## config.mk

```make
export PLATFORM = sky130hd
export DESIGN_NAME = file_suffix_policy_classifier_unit
export DESIGN_NICKNAME = d
export VERILOG_FILES = /design/src/rtl/fspc_pkg.sv /design/src/rtl/file_suffix_policy_classifier_unit.sv
export SDC_FILE = /design/constraint.sdc
export NUM_CORES = 1
export LEC_CHECK = 0
export ABC_AREA = 0
export BUFFER_PORTS_ARGS = -buffer_cell sky130_fd_sc_hd__buf_2
export CAP_MARGIN = 20
export CORE_MARGIN = 8
export CORE_UTILIZATION = 40
export CTS_BUF_LIST = sky130_fd_sc_hd__clkbuf_2
export CTS_CLUSTER_DIAMETER = 100
export DETAILED_ROUTE_END_ITERATION = 6
export PLACE_DENSITY = 0.54
export SYNTH_ARGS = -nofsm -noshare
export SYNTH_HDL_FRONTEND = slang
export SYNTH_SLANG_ARGS = --single-unit
```

## constraint.sdc

```tcl
create_clock -name i_clk -period 5.6 [get_ports i_clk]
set_input_delay 0.28 -clock i_clk [delete_from_list [all_inputs] [get_ports i_clk]]
set_output_delay 0.28 -clock i_clk [all_outputs]
set_load 0.05 [all_outputs]
```

## src/rtl/fspc_pkg.sv

```systemverilog
// ----------------------------------------------------------------------------
// fspc_pkg
// Types, codes and the suffix table of the file suffix policy classifier.
// ----------------------------------------------------------------------------
package fspc_pkg;

    // Default number of name bytes held in the window
    localparam int WINDOW_CHARS_DEFAULT = 8;

    // Longest suffix in the table, in bytes
    localparam int MATCH_CHARS = 8;

    localparam int SUFFIX_COUNT = 61;

    // Policy register
    localparam logic [1:0] POLICY_PARANOID = 2'd2;
    localparam logic [1:0] POLICY_RESET    = 2'd1;

    // ASCII bytes the datapath looks at
    localparam logic [7:0] CHAR_SLASH   = 8'h2F;
    localparam logic [7:0] CHAR_UPPER_A = 8'h41;
    localparam logic [7:0] CHAR_UPPER_Z = 8'h5A;
    localparam logic [7:0] CASE_OFFSET  = 8'h20;

    typedef enum logic [2:0] {
        VERDICT_KEEP        = 3'd0,
        VERDICT_PARANOID    = 3'd1,
        VERDICT_JAVASCRIPT  = 3'd2,
        VERDICT_BINARY      = 3'd3,
        VERDICT_SCRIPT      = 3'd4,
        VERDICT_ARCHIVE     = 3'd5,
        VERDICT_NOT_ALLOWED = 3'd6
    } t_verdict;

    // Suffix groups, in check order
    typedef enum logic [2:0] {
        GRP_PARANOID = 3'd0,
        GRP_JS       = 3'd1,
        GRP_BINARY   = 3'd2,
        GRP_SCRIPT   = 3'd3,
        GRP_ARCHIVE  = 3'd4,
        GRP_ALLOW    = 3'd5
    } t_group;

    localparam int GROUP_COUNT = 6;

    // Suffix text right-aligned: last character in bits [7:0], unused bytes zero
    typedef struct packed {
        logic [8*MATCH_CHARS-1:0] text;
        t_group                   group;
    } t_suffix;

    localparam t_suffix SUFFIX_TABLE [SUFFIX_COUNT] = '{
        '{64'(".svg"),     GRP_PARANOID}, '{64'(".ttf"),   GRP_PARANOID},
        '{64'(".otf"),     GRP_PARANOID}, '{64'(".woff"),  GRP_PARANOID},
        '{64'(".woff2"),   GRP_PARANOID}, '{64'(".mp3"),   GRP_PARANOID},
        '{64'(".mp4"),     GRP_PARANOID}, '{64'(".m4a"),   GRP_PARANOID},
        '{64'(".webm"),    GRP_PARANOID}, '{64'(".ogg"),   GRP_PARANOID},
        '{64'(".oga"),     GRP_PARANOID}, '{64'(".ogv"),   GRP_PARANOID},
        '{64'(".js"),      GRP_JS},       '{64'(".mjs"),   GRP_JS},
        '{64'(".exe"),     GRP_BINARY},   '{64'(".dll"),   GRP_BINARY},
        '{64'(".dylib"),   GRP_BINARY},   '{64'(".so"),    GRP_BINARY},
        '{64'(".jar"),     GRP_BINARY},   '{64'(".class"), GRP_BINARY},
        '{64'(".sh"),      GRP_SCRIPT},   '{64'(".bat"),   GRP_SCRIPT},
        '{64'(".cmd"),     GRP_SCRIPT},   '{64'(".ps1"),   GRP_SCRIPT},
        '{64'(".php"),     GRP_SCRIPT},   '{64'(".pl"),    GRP_SCRIPT},
        '{64'(".py"),      GRP_SCRIPT},   '{64'(".rb"),    GRP_SCRIPT},
        '{64'(".zip"),     GRP_ARCHIVE},  '{64'(".rar"),   GRP_ARCHIVE},
        '{64'(".7z"),      GRP_ARCHIVE},  '{64'(".tar"),   GRP_ARCHIVE},
        '{64'(".gz"),      GRP_ARCHIVE},
        '{64'("mimetype"), GRP_ALLOW},    '{64'(".xml"),   GRP_ALLOW},
        '{64'(".opf"),     GRP_ALLOW},    '{64'(".ncx"),   GRP_ALLOW},
        '{64'(".xhtml"),   GRP_ALLOW},    '{64'(".html"),  GRP_ALLOW},
        '{64'(".htm"),     GRP_ALLOW},    '{64'(".css"),   GRP_ALLOW},
        '{64'(".svg"),     GRP_ALLOW},    '{64'(".png"),   GRP_ALLOW},
        '{64'(".jpg"),     GRP_ALLOW},    '{64'(".jpeg"),  GRP_ALLOW},
        '{64'(".gif"),     GRP_ALLOW},    '{64'(".webp"),  GRP_ALLOW},
        '{64'(".avif"),    GRP_ALLOW},    '{64'(".ttf"),   GRP_ALLOW},
        '{64'(".otf"),     GRP_ALLOW},    '{64'(".woff"),  GRP_ALLOW},
        '{64'(".woff2"),   GRP_ALLOW},    '{64'(".txt"),   GRP_ALLOW},
        '{64'(".xpgt"),    GRP_ALLOW},    '{64'(".mp3"),   GRP_ALLOW},
        '{64'(".mp4"),     GRP_ALLOW},    '{64'(".m4a"),   GRP_ALLOW},
        '{64'(".webm"),    GRP_ALLOW},    '{64'(".ogg"),   GRP_ALLOW},
        '{64'(".oga"),     GRP_ALLOW},    '{64'(".ogv"),   GRP_ALLOW}
    };

    // A suffix matches when every used byte was seen and equals the window byte.
    // win: newest byte in [7:0]; seen[j]: byte j of the window holds a name byte.
    function automatic logic suffix_match(
        input logic [8*MATCH_CHARS-1:0] win,
        input logic [MATCH_CHARS-1:0]   seen,
        input logic [8*MATCH_CHARS-1:0] sfx
    );
        logic ok;
        ok = 1'b1;
        for (int j = 0; j < MATCH_CHARS; j++) begin
            if (sfx[8*j +: 8] != 8'h00) begin
                if (!seen[j] || (win[8*j +: 8] != sfx[8*j +: 8])) begin
                    ok = 1'b0;
                end
            end
        end
        return ok;
    endfunction

endpackage

```

## src/rtl/file_suffix_policy_classifier_unit.sv

```systemverilog
// ----------------------------------------------------------------------------
// file_suffix_policy_classifier_unit
// Classifies a streamed file name by its suffix and gives one verdict per name.
// ----------------------------------------------------------------------------
// Throughput: one name byte per cycle while the result side takes verdicts.
// A verdict follows the transfer of the final byte (or of an empty-name
//   marker): that transfer loads the compare register, and the result
//   register then loads through the suffix comparators once it is free.
// Reset (synchronous, active low): window and count cleared, no result
//   pending, policy set to POLICY_RESET (code 1, not paranoid).
module file_suffix_policy_classifier_unit #(
    parameter int WINDOW_CHARS = fspc_pkg::WINDOW_CHARS_DEFAULT
) (
    input  logic       i_clk,
    input  logic       i_rst_n,
    // name byte stream
    input  logic       s_axis_tvalid,
    output logic       s_axis_tready,
    input  logic [7:0] s_axis_tdata,   // [7:0] name_char
    input  logic       s_axis_tlast,   // last_char
    input  logic       s_axis_tuser,   // [0] empty_name
    // verdict stream
    output logic       m_axis_tvalid,
    input  logic       m_axis_tready,
    output logic [7:0] m_axis_tdata,   // [2:0] verdict, [7:3] zero
    // policy register write
    input  logic       i_cfg_valid,
    output logic       o_cfg_ready,
    input  logic [1:0] i_cfg_data
);

    localparam int CountW = $clog2(WINDOW_CHARS + 1);
    localparam int MatchW = fspc_pkg::MATCH_CHARS;

    logic [7:0]        r_window [WINDOW_CHARS];
    logic [7:0]        n_window [WINDOW_CHARS];
    logic [CountW-1:0] r_count;
    logic [CountW-1:0] n_count;
    logic [1:0]        r_policy;

    logic                r_eval_valid;
    logic [8*MatchW-1:0] r_eval_win;
    logic [MatchW-1:0]   r_eval_seen;
    logic [8*MatchW-1:0] n_eval_win;
    logic [MatchW-1:0]   n_eval_seen;

    logic                 r_out_valid;
    fspc_pkg::t_verdict   r_out_verdict;
    fspc_pkg::t_verdict   w_verdict;

    logic [7:0]              w_char;
    logic                    w_in_xfer;
    logic                    w_end_name;
    logic                    w_eval_adv;
    logic [fspc_pkg::GROUP_COUNT-1:0] w_hit;
    logic                    w_slash;

    // Handshakes
    assign w_in_xfer     = s_axis_tvalid & s_axis_tready;
    assign w_end_name    = s_axis_tuser | s_axis_tlast;
    assign w_eval_adv    = r_eval_valid & (~r_out_valid | m_axis_tready);
    assign s_axis_tready = ~r_eval_valid | ~r_out_valid | m_axis_tready;
    assign o_cfg_ready   = 1'b1;

    // ASCII lower-casing of the incoming byte
    always_comb begin
        w_char = s_axis_tdata;
        if ((s_axis_tdata >= fspc_pkg::CHAR_UPPER_A) &&
            (s_axis_tdata <= fspc_pkg::CHAR_UPPER_Z)) begin
            w_char = s_axis_tdata + fspc_pkg::CASE_OFFSET;
        end
    end

    // Window shifted by one byte, saturating count
    always_comb begin
        n_window[0] = w_char;
        for (int k = 1; k < WINDOW_CHARS; k++) begin
            n_window[k] = r_window[k-1];
        end
        if (r_count == CountW'(WINDOW_CHARS)) begin
            n_count = r_count;
        end else begin
            n_count = r_count + 1'b1;
        end
    end

    // Snapshot of the newest bytes for the compare stage
    always_comb begin
        for (int j = 0; j < MatchW; j++) begin
            n_eval_win[8*j +: 8] = n_window[j];
            n_eval_seen[j]       = CountW'(j) < n_count;
        end
        if (s_axis_tuser) begin
            n_eval_win  = '0;
            n_eval_seen = '0;
        end
    end

    // Name window and byte count
    always_ff @(posedge i_clk) begin
        if (!i_rst_n) begin
            for (int k = 0; k < WINDOW_CHARS; k++) begin
                r_window[k] <= '0;
            end
            r_count <= '0;
        end else if (w_in_xfer) begin
            if (w_end_name) begin
                for (int k = 0; k < WINDOW_CHARS; k++) begin
                    r_window[k] <= '0;
                end
                r_count <= '0;
            end else begin
                r_window <= n_window;
                r_count  <= n_count;
            end
        end
    end

    // Policy register
    always_ff @(posedge i_clk) begin
        if (!i_rst_n) begin
            r_policy <= fspc_pkg::POLICY_RESET;
        end else if (i_cfg_valid && o_cfg_ready) begin
            r_policy <= i_cfg_data;
        end
    end

    // Compare stage input register
    always_ff @(posedge i_clk) begin
        if (!i_rst_n) begin
            r_eval_valid <= 1'b0;
        end else if (w_in_xfer && w_end_name) begin
            r_eval_valid <= 1'b1;
        end else if (w_eval_adv) begin
            r_eval_valid <= 1'b0;
        end
    end

    always_ff @(posedge i_clk) begin
        if (w_in_xfer && w_end_name) begin
            r_eval_win  <= n_eval_win;
            r_eval_seen <= n_eval_seen;
        end
    end

    // Parallel suffix comparators, OR-ed per group
    always_comb begin
        w_hit = '0;
        for (int i = 0; i < fspc_pkg::SUFFIX_COUNT; i++) begin
            if (fspc_pkg::suffix_match(r_eval_win, r_eval_seen,
                                       fspc_pkg::SUFFIX_TABLE[i].text)) begin
                w_hit[fspc_pkg::SUFFIX_TABLE[i].group] = 1'b1;
            end
        end
    end

    assign w_slash = r_eval_seen[0] & (r_eval_win[7:0] == fspc_pkg::CHAR_SLASH);

    // Verdict priority
    always_comb begin
        if (w_slash) begin
            w_verdict = fspc_pkg::VERDICT_KEEP;
        end else if ((r_policy == fspc_pkg::POLICY_PARANOID) &&
                     w_hit[fspc_pkg::GRP_PARANOID]) begin
            w_verdict = fspc_pkg::VERDICT_PARANOID;
        end else if (w_hit[fspc_pkg::GRP_JS]) begin
            w_verdict = fspc_pkg::VERDICT_JAVASCRIPT;
        end else if (w_hit[fspc_pkg::GRP_BINARY]) begin
            w_verdict = fspc_pkg::VERDICT_BINARY;
        end else if (w_hit[fspc_pkg::GRP_SCRIPT]) begin
            w_verdict = fspc_pkg::VERDICT_SCRIPT;
        end else if (w_hit[fspc_pkg::GRP_ARCHIVE]) begin
            w_verdict = fspc_pkg::VERDICT_ARCHIVE;
        end else if (w_hit[fspc_pkg::GRP_ALLOW]) begin
            w_verdict = fspc_pkg::VERDICT_KEEP;
        end else begin
            w_verdict = fspc_pkg::VERDICT_NOT_ALLOWED;
        end
    end

    // Result register
    always_ff @(posedge i_clk) begin
        if (!i_rst_n) begin
            r_out_valid <= 1'b0;
        end else if (w_eval_adv) begin
            r_out_valid <= 1'b1;
        end else if (m_axis_tready) begin
            r_out_valid <= 1'b0;
        end
    end

    always_ff @(posedge i_clk) begin
        if (w_eval_adv) begin
            r_out_verdict <= w_verdict;
        end
    end

    assign m_axis_tvalid = r_out_valid;
    assign m_axis_tdata  = {5'b0, r_out_verdict};

endmodule

```

==> impl_metrics.xml, run 1 <==
<?xml version="1.0" encoding="UTF-8"?>
<metrics>
  <group name="drt">
    <metric name="postRouteWirelength" unit="microns">20200</metric>
    <metric name="wl_per_cell" unit="microns">21.6</metric>
    <metric name="drc_errors" unit="">0</metric>
    <metric name="drt_iter0_markers" unit="">545</metric>
    <metric name="vias" unit="">5404</metric>
    <metric name="drt_pre_antenna_iters" unit="">6</metric>
    <metric name="vias_per_cell" unit="">5.79</metric>
    <metric name="antenna_violating_nets_post_route" unit="">0</metric>
  </group>
  <group name="critical_path">
    <metric name="reg2reg_setup_slack" unit="ps">2660</metric>
    <metric name="r2r_start" unit="">r_eval_win[4]</metric>
    <metric name="worstPathCellList" unit="">nand4bb_1 &gt; or4b_2 &gt; a211oi_2 &gt; a41oi_1 &gt; o221a_2 &gt; a31oi_1 &gt; nor4_1</metric>
    <metric name="worstPathRequired" unit="ps">6080</metric>
    <metric name="slowest_stage" unit="">or4b_2</metric>
    <metric name="worst_setup_path_end_kind" unit="">flip-flop</metric>
    <metric name="critical_path_launch_point" unit="">r_eval_win[4]</metric>
    <metric name="crit_path_max_incr_delay" unit="ps">800</metric>
    <metric name="critPathLaunchType" unit="">flip-flop</metric>
    <metric name="timing_worst_setup_path_type" unit="">reg -&gt; reg</metric>
    <metric name="crit_arrival" unit="ps">3430</metric>
    <metric name="worstPathMaxFanout" unit="">7</metric>
  </group>
  <group name="synthesis">
    <metric name="synth_top_cell_area_share" unit="%">32.9</metric>
    <metric name="ys_seq_elements" unit="">139</metric>
    <metric name="seq_total_area_yosys" unit="%">51.6</metric>
    <metric name="synth_top_cells_by_count" unit="">nor2b_1 (124), edfxtp_1 (75), dfxtp_1 (64)</metric>
    <metric name="synthCells" unit="">673</metric>
    <metric name="async_s_r_ff_share_synth" unit="%">0</metric>
    <metric name="syn-mean-instance-area" unit="sq um">10.2</metric>
    <metric name="yosys.cell_count.top_type" unit="">nor2b_1</metric>
    <metric name="synthesis.yosys.warnings" unit="">0</metric>
    <metric name="number_of_flops_mapped_to_enable_cells_by_yosys" unit="">75</metric>
    <metric name="synth_top_cell_by_area" unit="">edfxtp_1</metric>
    <metric name="ys.flop_type" unit="">edfxtp_1</metric>
    <metric name="netlist_top_cells_area" unit="">edfxtp_1 (33%), dfxtp_1 (19%), nor2b_1 (11%), a22oi_1 (5.9%), nor4_1 (2.2%)</metric>
    <metric name="synth.cell_area" unit="sq um">6850</metric>
    <metric name="synth_cell_types" unit="">62</metric>
  </group>
  <group name="cts">
    <metric name="cts_resized" unit="">0</metric>
    <metric name="cts_max_path_buffers" unit="">2</metric>
    <metric name="cts_hold_buf" unit="">15</metric>
    <metric name="postCtsSetupBuffers" unit="">0</metric>
    <metric name="number_of_sinks_driven_by_the_clock_tree" unit="">139</metric>
    <metric name="htreeDepth" unit="">4</metric>
    <metric name="worst_skew_pair.late_latency" unit="ps">700</metric>
    <metric name="tritoncts" unit="">done</metric>
    <metric name="tritoncts.num_buffers" unit="">17</metric>
    <metric name="ctsRootBufferMaster" unit="">clkbuf_2</metric>
    <metric name="cts.clk_slew.worst_paths" unit="ps">220</metric>
  </group>
  <group name="final_layout">
    <metric name="fin_nets" unit="">715</metric>
    <metric name="fin_area" unit="sq um">7540</metric>
    <metric name="layout-drive-gt1-share" unit="%">10.5</metric>
    <metric name="p_r_area_growth_vs_syn" unit="%">10.0</metric>
  </group>
  <group name="job">
    <metric name="max-cap-violations" unit="">0</metric>
  </group>
  <group name="grt">
    <metric name="grt.total_usage" unit="%">19.0</metric>
    <metric name="grt_first_pass_wirelength" unit="microns">31400</metric>
    <metric name="grt_pass1_vias" unit="">5372</metric>
    <metric name="antenna_found_initial" unit="">1</metric>
    <metric name="overflow_after_grt" unit="">0</metric>
    <metric name="grt_start_max_net_pins" unit="">73</metric>
  </group>
  <group name="timing">
    <metric name="maxSlewHeadroom" unit="%">34.9</metric>
    <metric name="final.setup.tns" unit="ps">0</metric>
    <metric name="worst_pin_slew" unit="ps">976</metric>
    <metric name="fmaxAchievable" unit="GHz">0.340</metric>
    <metric name="rsz0062_at_grt" unit="">no</metric>
    <metric name="fin_clk_skew" unit="ps">27.7</metric>
    <metric name="final_max_slew_viol_count" unit="">0</metric>
    <metric name="final-setup-viol-count" unit="">0</metric>
    <metric name="report.final.hold_viol_count" unit="">0</metric>
    <metric name="final_period_minus_worst_setup_slack" unit="ps">2940</metric>
    <metric name="final.period_utilization" unit="%">52.6</metric>
  </group>
  <group name="power">
    <metric name="power.switching" unit="mW">0.517</metric>
    <metric name="power.share.combinational" unit="%">6.9</metric>
    <metric name="p_leak" unit="nW">2.38</metric>
    <metric name="p_per_area" unit="nW/um^2">256</metric>
    <metric name="netSwitchingFraction" unit="%">26.8</metric>
    <metric name="irDropWorstVdd" unit="mV">0.159</metric>
    <metric name="seq_power_share" unit="%">59.0</metric>
    <metric name="post-layout-total-power" unit="mW">1.93</metric>
    <metric name="p_int" unit="mW">1.41</metric>
    <metric name="p_clk_share" unit="%">34.1</metric>
  </group>
  <group name="floorplanning">
    <metric name="core_region_area" unit="sq um">17000</metric>
    <metric name="design.die.area" unit="sq um">21600</metric>
    <metric name="initial_utilization" unit="%">40.3</metric>
    <metric name="horizontal_die_dimension" unit="microns">147</metric>
    <metric name="count_of_boundary_i_o_pins" unit="">28</metric>
    <metric name="core.rowCount" unit="">48</metric>
    <metric name="floorplan.die.height" unit="microns">147</metric>
  </group>
  <group name="place">
    <metric name="detailed_place.area" unit="sq um">7110</metric>
    <metric name="port-buffer-count" unit="">21</metric>
    <metric name="gp_congestion" unit="">0.953</metric>
    <metric name="dp_hpwl" unit="microns">14500</metric>
  </group>
  <group name="outcome">
    <metric name="outcome" unit="">finished clean</metric>
  </group>
  <group name="worst_hold_path">
    <metric name="hold_class" unit="">in -&gt; reg</metric>
    <metric name="min-delay-start" unit="">s_axis_tvalid</metric>
  </group>
</metrics>
## power by group through the flow
stage          combinational (mW)  sequential [mW]  clock (mW)
6_report                    0.133             1.14       0.656
3_5_place_dp                0.125             1.16           0
3_3_place_gp                0.126             1.16           0
5_1_grt                     0.145             1.14       0.714
2_1_floorplan              0.0953             1.14           0
4_1_cts                     0.133             1.14       0.681
## cell families (layout without fill, tap and decap cells)
logic type               Yosys count  after routing  share of synthesized area (%)
AND/OR/NAND/NOR                  355            355                           31.3
flip-flops                       139            139                           51.6
AO/OA/AOI/OAI                    115            115                           12.1
buffers and inverters             50             80                           3.11
XOR/XNOR                           6              6                          0.767
adder cells (fa/ha/maj)            4              4                          0.731
other                              2              7                          0.110
multiplexers                       2              2                          0.292
## cell type report
class | instances | area (sq um)
Antenna cell | 1 | 2.50
Fill cell | 1648 | 9460
Tap cell | 225 | 282
Clock buffer | 18 | 90.1
Timing Repair Buffer | 40 | 285
Sequential cell | 139 | 3530
Multi-Input combinational cell | 488 | 3130
Inverter | 8 | 30.0
Clock inverter | 14 | 181
## per-stage QoR
stage | instances | hold WS (ps) | util (%) | setup WS [ps]
after floorplan | 677 | 396 | - | 486
after global placement | 885 | 468 | 41.9 | 2680
after detailed placement | 885 | 479 | 41.9 | 2690
after CTS | 932 | 24.6 | 44.3 | 2680
after global routing | 933 | 102 | 44.3 | 2500
final | 933 | 139 | 44.3 | 2660
## path summary, 6_finish.rpt
kind,endpoint,depth (start not counted)
worst min register to register,m_axis_tvalid,1
worst min-delay path,r_count[3],5
worst max-delay path,r_out_verdict[1],7
worst max register to register,r_out_verdict[1],7
## per-layer routing
metal	track usage [%]	share of wire (%)	vias up
met1	23.4	43	2619
met3	3.20	4.5	44
met2	32.1	49	195
li1	-	-	2546
met4	8.66	3.6	0
met5	0	0	-
## flip-flops by register name, indices dropped and copies added, names as in the netlist
register / count
r_out_verdict: 3
r_eval_seen: 8
m_axis_tvalid: 1
n_window: 56
r_eval_valid: 1
r_eval_win: 64
r_policy: 2
r_count: 4
## placed cells by master (no fill, tap or decap), types with 4 or more instances in the layout
| cell type | n |
|---|---|
| dfxtp_1 | 64 |
| and4b_1 | 6 |
| nand3b_1 | 13 |
| and2_1 | 6 |
| clkbuf_2 | 18 |
| nand2_1 | 34 |
| buf_2 | 21 |
| nor2b_1 | 124 |
| inv_1 | 8 |
| nor4b_1 | 5 |
| nand3_1 | 16 |
| nor2_1 | 35 |
| o21ai_0 | 14 |
| nand4b_1 | 7 |
| conb_1 | 6 |
| buf_4 | 4 |
| edfxtp_1 | 75 |
| a21o_1 | 6 |
| inv_6 | 5 |
| or3b_2 | 4 |
| nand4bb_1 | 4 |
| nor3_1 | 22 |
| nand2b_1 | 11 |
| nand4_1 | 19 |
| a22oi_1 | 54 |
| nor4_1 | 24 |
| a21oi_1 | 12 |
| ha_1 | 4 |
| dlygate4sd3_1 | 15 |
## worst max-delay path, delay by kind of cell (launching register included)
kind             cells  cell delay [ps]
AO/OA/AOI/OAI        4              870
flip-flops           1              530
AND/OR/NAND/NOR      3             1330
Power figures use the tool's default switching activity.
==> inputs of run 2 (changes only) <==
--- a/config.mk
+++ b/config.mk
@@ -5,7 +5,7 @@
 export SDC_FILE = /design/constraint.sdc
 export NUM_CORES = 1
 export LEC_CHECK = 0
-export ABC_AREA = 0
+export ABC_AREA = 1
 export BUFFER_PORTS_ARGS = -buffer_cell sky130_fd_sc_hd__buf_2
 export CAP_MARGIN = 20
 export CORE_MARGIN = 8
==> constraint.sdc (replaced) <==
create_clock -name i_clk -period 3.1 [get_ports i_clk]
set_input_delay 0.155 -clock i_clk [delete_from_list [all_inputs] [get_ports i_clk]]
set_output_delay 0.155 -clock i_clk [all_outputs]
set_load 0.05 [all_outputs]
==> impl_metrics.xml, run 2 <==
<?xml version="1.0" encoding="UTF-8"?>
<metrics>
  <group name="floorplanning">
    <metric name="core_region_area" unit="sq um">17700</metric>
    <metric name="initial_utilization" unit="%">40.2</metric>
    <metric name="core.rowCount" unit="">49</metric>
    <metric name="floorplan.die.height" unit="microns">149</metric>
    <metric name="horizontal_die_dimension" unit="microns">149</metric>
    <metric name="count_of_boundary_i_o_pins" unit="">28</metric>
    <metric name="design.die.area" unit="sq um">22300</metric>
  </group>
  <group name="grt">
    <metric name="grt_pass1_vias" unit="">5835</metric>
    <metric name="grt.met1_usage" unit="%">24.5</metric>
    <metric name="grt_first_pass_wirelength" unit="microns">31200</metric>
    <metric name="gr-usage-met3" unit="%">3.48</metric>
    <metric name="grt_start_max_net_pins" unit="">41</metric>
    <metric name="gr-max-usage-layer" unit="">met2</metric>
    <metric name="grt.total_usage" unit="%">18.0</metric>
    <metric name="overflow_after_grt" unit="">0</metric>
    <metric name="grt_util_met2" unit="%">26.2</metric>
    <metric name="antenna_found_initial" unit="">1</metric>
  </group>
  <group name="final_layout">
    <metric name="p_r_area_growth_vs_syn" unit="%">12.0</metric>
    <metric name="fin_nets" unit="">1034</metric>
    <metric name="final_cell_mix" unit="">nand2_1 (235), nor2_1 (189), inv_1 (150)</metric>
    <metric name="seqCellArea" unit="sq um">3530</metric>
    <metric name="fin_area" unit="sq um">7980</metric>
    <metric name="layout-drive-gt1-share" unit="%">9.26</metric>
    <metric name="register_name_with_the_most_flops" unit="">r_eval_win</metric>
    <metric name="flip_flop_count_of_the_largest_register_all_copies_and_words_added" unit="">64</metric>
    <metric name="multi_input_area" unit="sq um">2860</metric>
    <metric name="fillCellCount" unit="">1836</metric>
    <metric name="layout.cells.most_common" unit="">nand2_1</metric>
  </group>
  <group name="cts">
    <metric name="postCtsSetupBuffers" unit="">0</metric>
    <metric name="tritoncts" unit="">done</metric>
    <metric name="tritoncts.num_buffers" unit="">17</metric>
    <metric name="worst_skew_pair.late_latency" unit="ps">700</metric>
    <metric name="cts_max_path_buffers" unit="">2</metric>
    <metric name="htreeDepth" unit="">4</metric>
    <metric name="number_of_sinks_driven_by_the_clock_tree" unit="">139</metric>
    <metric name="cts.clk_slew.worst_paths" unit="ps">230</metric>
    <metric name="ctsRootBufferMaster" unit="">clkbuf_2</metric>
  </group>
  <group name="critical_path">
    <metric name="worstRegToRegCells" unit="">10</metric>
    <metric name="reg2reg_setup_slack" unit="ps">990</metric>
    <metric name="worstPathMaxFanout" unit="">4</metric>
    <metric name="crit_arrival" unit="ps">2620</metric>
    <metric name="worst_setup_path_end_kind" unit="">flip-flop</metric>
    <metric name="r2r_start" unit="">r_eval_win[1]</metric>
    <metric name="critical_path_buf_inv_count" unit="">1</metric>
    <metric name="critical_path.top_delay_family" unit="">simple AND/OR/NAND/NOR gates</metric>
    <metric name="slowest_stage" unit="">edfxtp_1</metric>
    <metric name="timing.rr.end" unit="">r_out_verdict[1]</metric>
    <metric name="critPathLaunchType" unit="">flip-flop</metric>
    <metric name="timing_worst_setup_path_type" unit="">reg -&gt; reg</metric>
    <metric name="critical_path.most_common_cell" unit="">nor2_1</metric>
    <metric name="crit_path_max_incr_delay" unit="ps">480</metric>
    <metric name="worstPathCellList" unit="">nor2_1 &gt; inv_1 &gt; nor3_2 &gt; nand3_1 &gt; o21ai_1 &gt; nand2_1 &gt; nand2_1 &gt; nor2_1 &gt; nand3_1 &gt; nor2_1</metric>
    <metric name="worstPathRequired" unit="ps">3610</metric>
  </group>
  <group name="place">
    <metric name="port-buffer-count" unit="">21</metric>
    <metric name="detailed_place.area" unit="sq um">7450</metric>
    <metric name="gp_congestion" unit="">1.03</metric>
    <metric name="dp_hpwl" unit="microns">14400</metric>
  </group>
  <group name="power">
    <metric name="power.switching" unit="mW">0.962</metric>
    <metric name="p_int" unit="mW">2.70</metric>
    <metric name="power.share.combinational" unit="%">7.4</metric>
    <metric name="p_per_area" unit="nW/um^2">459</metric>
    <metric name="seq_power_share" unit="%">55.6</metric>
    <metric name="irDropWorstVdd" unit="mV">0.247</metric>
    <metric name="p_clk_share" unit="%">37.0</metric>
    <metric name="netSwitchingFraction" unit="%">26.3</metric>
    <metric name="p_leak" unit="nW">3.03</metric>
  </group>
  <group name="timing">
    <metric name="final_period_minus_worst_setup_slack" unit="ps">2110</metric>
    <metric name="fmaxAchievable" unit="GHz">0.474</metric>
    <metric name="final.setup.tns" unit="ps">0</metric>
    <metric name="rsz0062_at_grt" unit="">no</metric>
    <metric name="final.period_utilization" unit="%">68.0</metric>
    <metric name="fin_clk_skew" unit="ps">34.8</metric>
    <metric name="worst_pin_slew" unit="ps">989</metric>
    <metric name="report.final.hold_viol_count" unit="">0</metric>
    <metric name="final_max_slew_viol_count" unit="">0</metric>
    <metric name="final-setup-viol-count" unit="">0</metric>
    <metric name="maxSlewHeadroom" unit="%">33.7</metric>
  </group>
  <group name="worst_hold_path">
    <metric name="min-delay-start" unit="">s_axis_tlast</metric>
    <metric name="hold_depth" unit="">5</metric>
    <metric name="holdPathEnd" unit="">n_window[55]</metric>
    <metric name="hold_class" unit="">in -&gt; reg</metric>
  </group>
  <group name="synthesis">
    <metric name="synthesis.yosys.warnings" unit="">0</metric>
    <metric name="synth_top_cells_by_count" unit="">nand2_1 (235), nor2_1 (190), inv_1 (150)</metric>
    <metric name="number_of_flops_mapped_to_enable_cells_by_yosys" unit="">75</metric>
    <metric name="synth_top_cell_by_area" unit="">edfxtp_1</metric>
    <metric name="synth.cell_area" unit="sq um">7120</metric>
    <metric name="synthCells" unit="">973</metric>
    <metric name="synth_top_cell_area_share" unit="%">31.6</metric>
    <metric name="async_s_r_ff_share_synth" unit="%">0</metric>
    <metric name="ys.flop_type" unit="">edfxtp_1</metric>
    <metric name="syn-mean-instance-area" unit="sq um">7.32</metric>
    <metric name="seq_total_area_yosys" unit="%">49.6</metric>
    <metric name="netlist_top_cells_area" unit="">edfxtp_1 (32%), dfxtp_1 (18%), nand2_1 (12%), nor2_1 (10%), inv_1 (7.9%)</metric>
    <metric name="synth_cell_types" unit="">36</metric>
    <metric name="yosys.cell_count.top_type" unit="">nand2_1</metric>
    <metric name="ys_seq_elements" unit="">139</metric>
  </group>
  <group name="drt">
    <metric name="vias_per_cell" unit="">4.83</metric>
    <metric name="drt_pre_antenna_iters" unit="">5</metric>
    <metric name="postRouteWirelength" unit="microns">19200</metric>
    <metric name="antenna_violating_nets_post_route" unit="">0</metric>
    <metric name="vias" unit="">6072</metric>
    <metric name="drt_iter0_markers" unit="">492</metric>
    <metric name="wl_per_cell" unit="microns">15.2</metric>
    <metric name="drc_errors" unit="">0</metric>
  </group>
  <group name="outcome">
    <metric name="outcome" unit="">finished clean</metric>
  </group>
  <group name="job">
    <metric name="max-cap-violations" unit="">0</metric>
  </group>
</metrics>
run 2: logic make-up (layout without fill, tap and decap cells):
group | Yosys count | after routing | share of synthesized area, %
DFF | 139 | 139 | 49.6
xor gates and xnor gates | 3 | 3 | 0.369
other | 2 | 8 | 0.105
AOI/OAI and AO/OA | 83 | 83 | 6.08
buffers and inverters | 189 | 238 | 10.5
and+or+nand+nor | 553 | 553 | 32.6
adders and majority gates | 4 | 4 | 0.703
run 2: repair_timing:
action / in CTS / in global routing
hold endpoints to repair: 41 / 0
gates resized for setup: 0 / 0
hold buffers: 20 / 0
run 2: layout make-up:
type / instances / area share, %
antenna: 2 / 0.0627
clock buffer: 17 / 1.07
clock inverter: 15 / 2.92
inverter: 156 / 7.34
multi-input combinational: 649 / 35.9
sequential: 139 / 44.3
tap: 229 / 3.59
timing repair buffer: 50 / 4.83
run 2: power groups by stage:
stage	Sequential, mW	Clock, mW	Combinational, mW
floorplan	2.07	0	0.176
global placement	2.07	0	0.253
detailed placement	2.07	0	0.252
CTS	2.04	1.39	0.272
global route	2.04	1.47	0.301
finish	2.04	1.35	0.272
run 2: metrics by stage:
stage / utilization [%] / hold slack (ps) / power, mW / setup WS [ps] / std cells
2_1_floorplan: - / 239 / 2.24 / 294 / 977
3_3_place_gp: 42.1 / 381 / 2.33 / 990 / 1203
3_5_place_dp: 42.1 / 383 / 2.33 / 1030 / 1203
4_1_cts: 45.0 / 1.23 / 3.70 / 1040 / 1255
5_1_grt: 45.0 / 17.7 / 3.82 / 862 / 1257
6_report: 45.0 / 113 / 3.66 / 992 / 1257
run 2: worst max-delay path by stage:
stage	from	end	slack, ps	cells past startpoint
floorplan	m_axis_tvalid	r_eval_seen[0]	290	6
global placement	r_eval_win[1]	r_out_verdict[1]	990	10
detailed placement	r_eval_win[1]	r_out_verdict[1]	1030	10
CTS	r_eval_win[1]	r_out_verdict[1]	1040	10
global route	r_eval_win[28]	r_out_verdict[1]	860	12
finish	r_eval_win[1]	r_out_verdict[1]	990	10
run 2: per-layer routing:
metal | part of all wire, % | routed length, microns
met5 | 0 | 0
met4 | 4.4 | 841
met3 | 4.6 | 882
met2 | 42 | 8020
met1 | 49 | 9420
run 2: worst min-delay path, cell delays in order:
cell	delay (ps)
buf_2	100
nor2_1	150
nand2_1	170
a2bb2oi_1	180
nor2_1	40
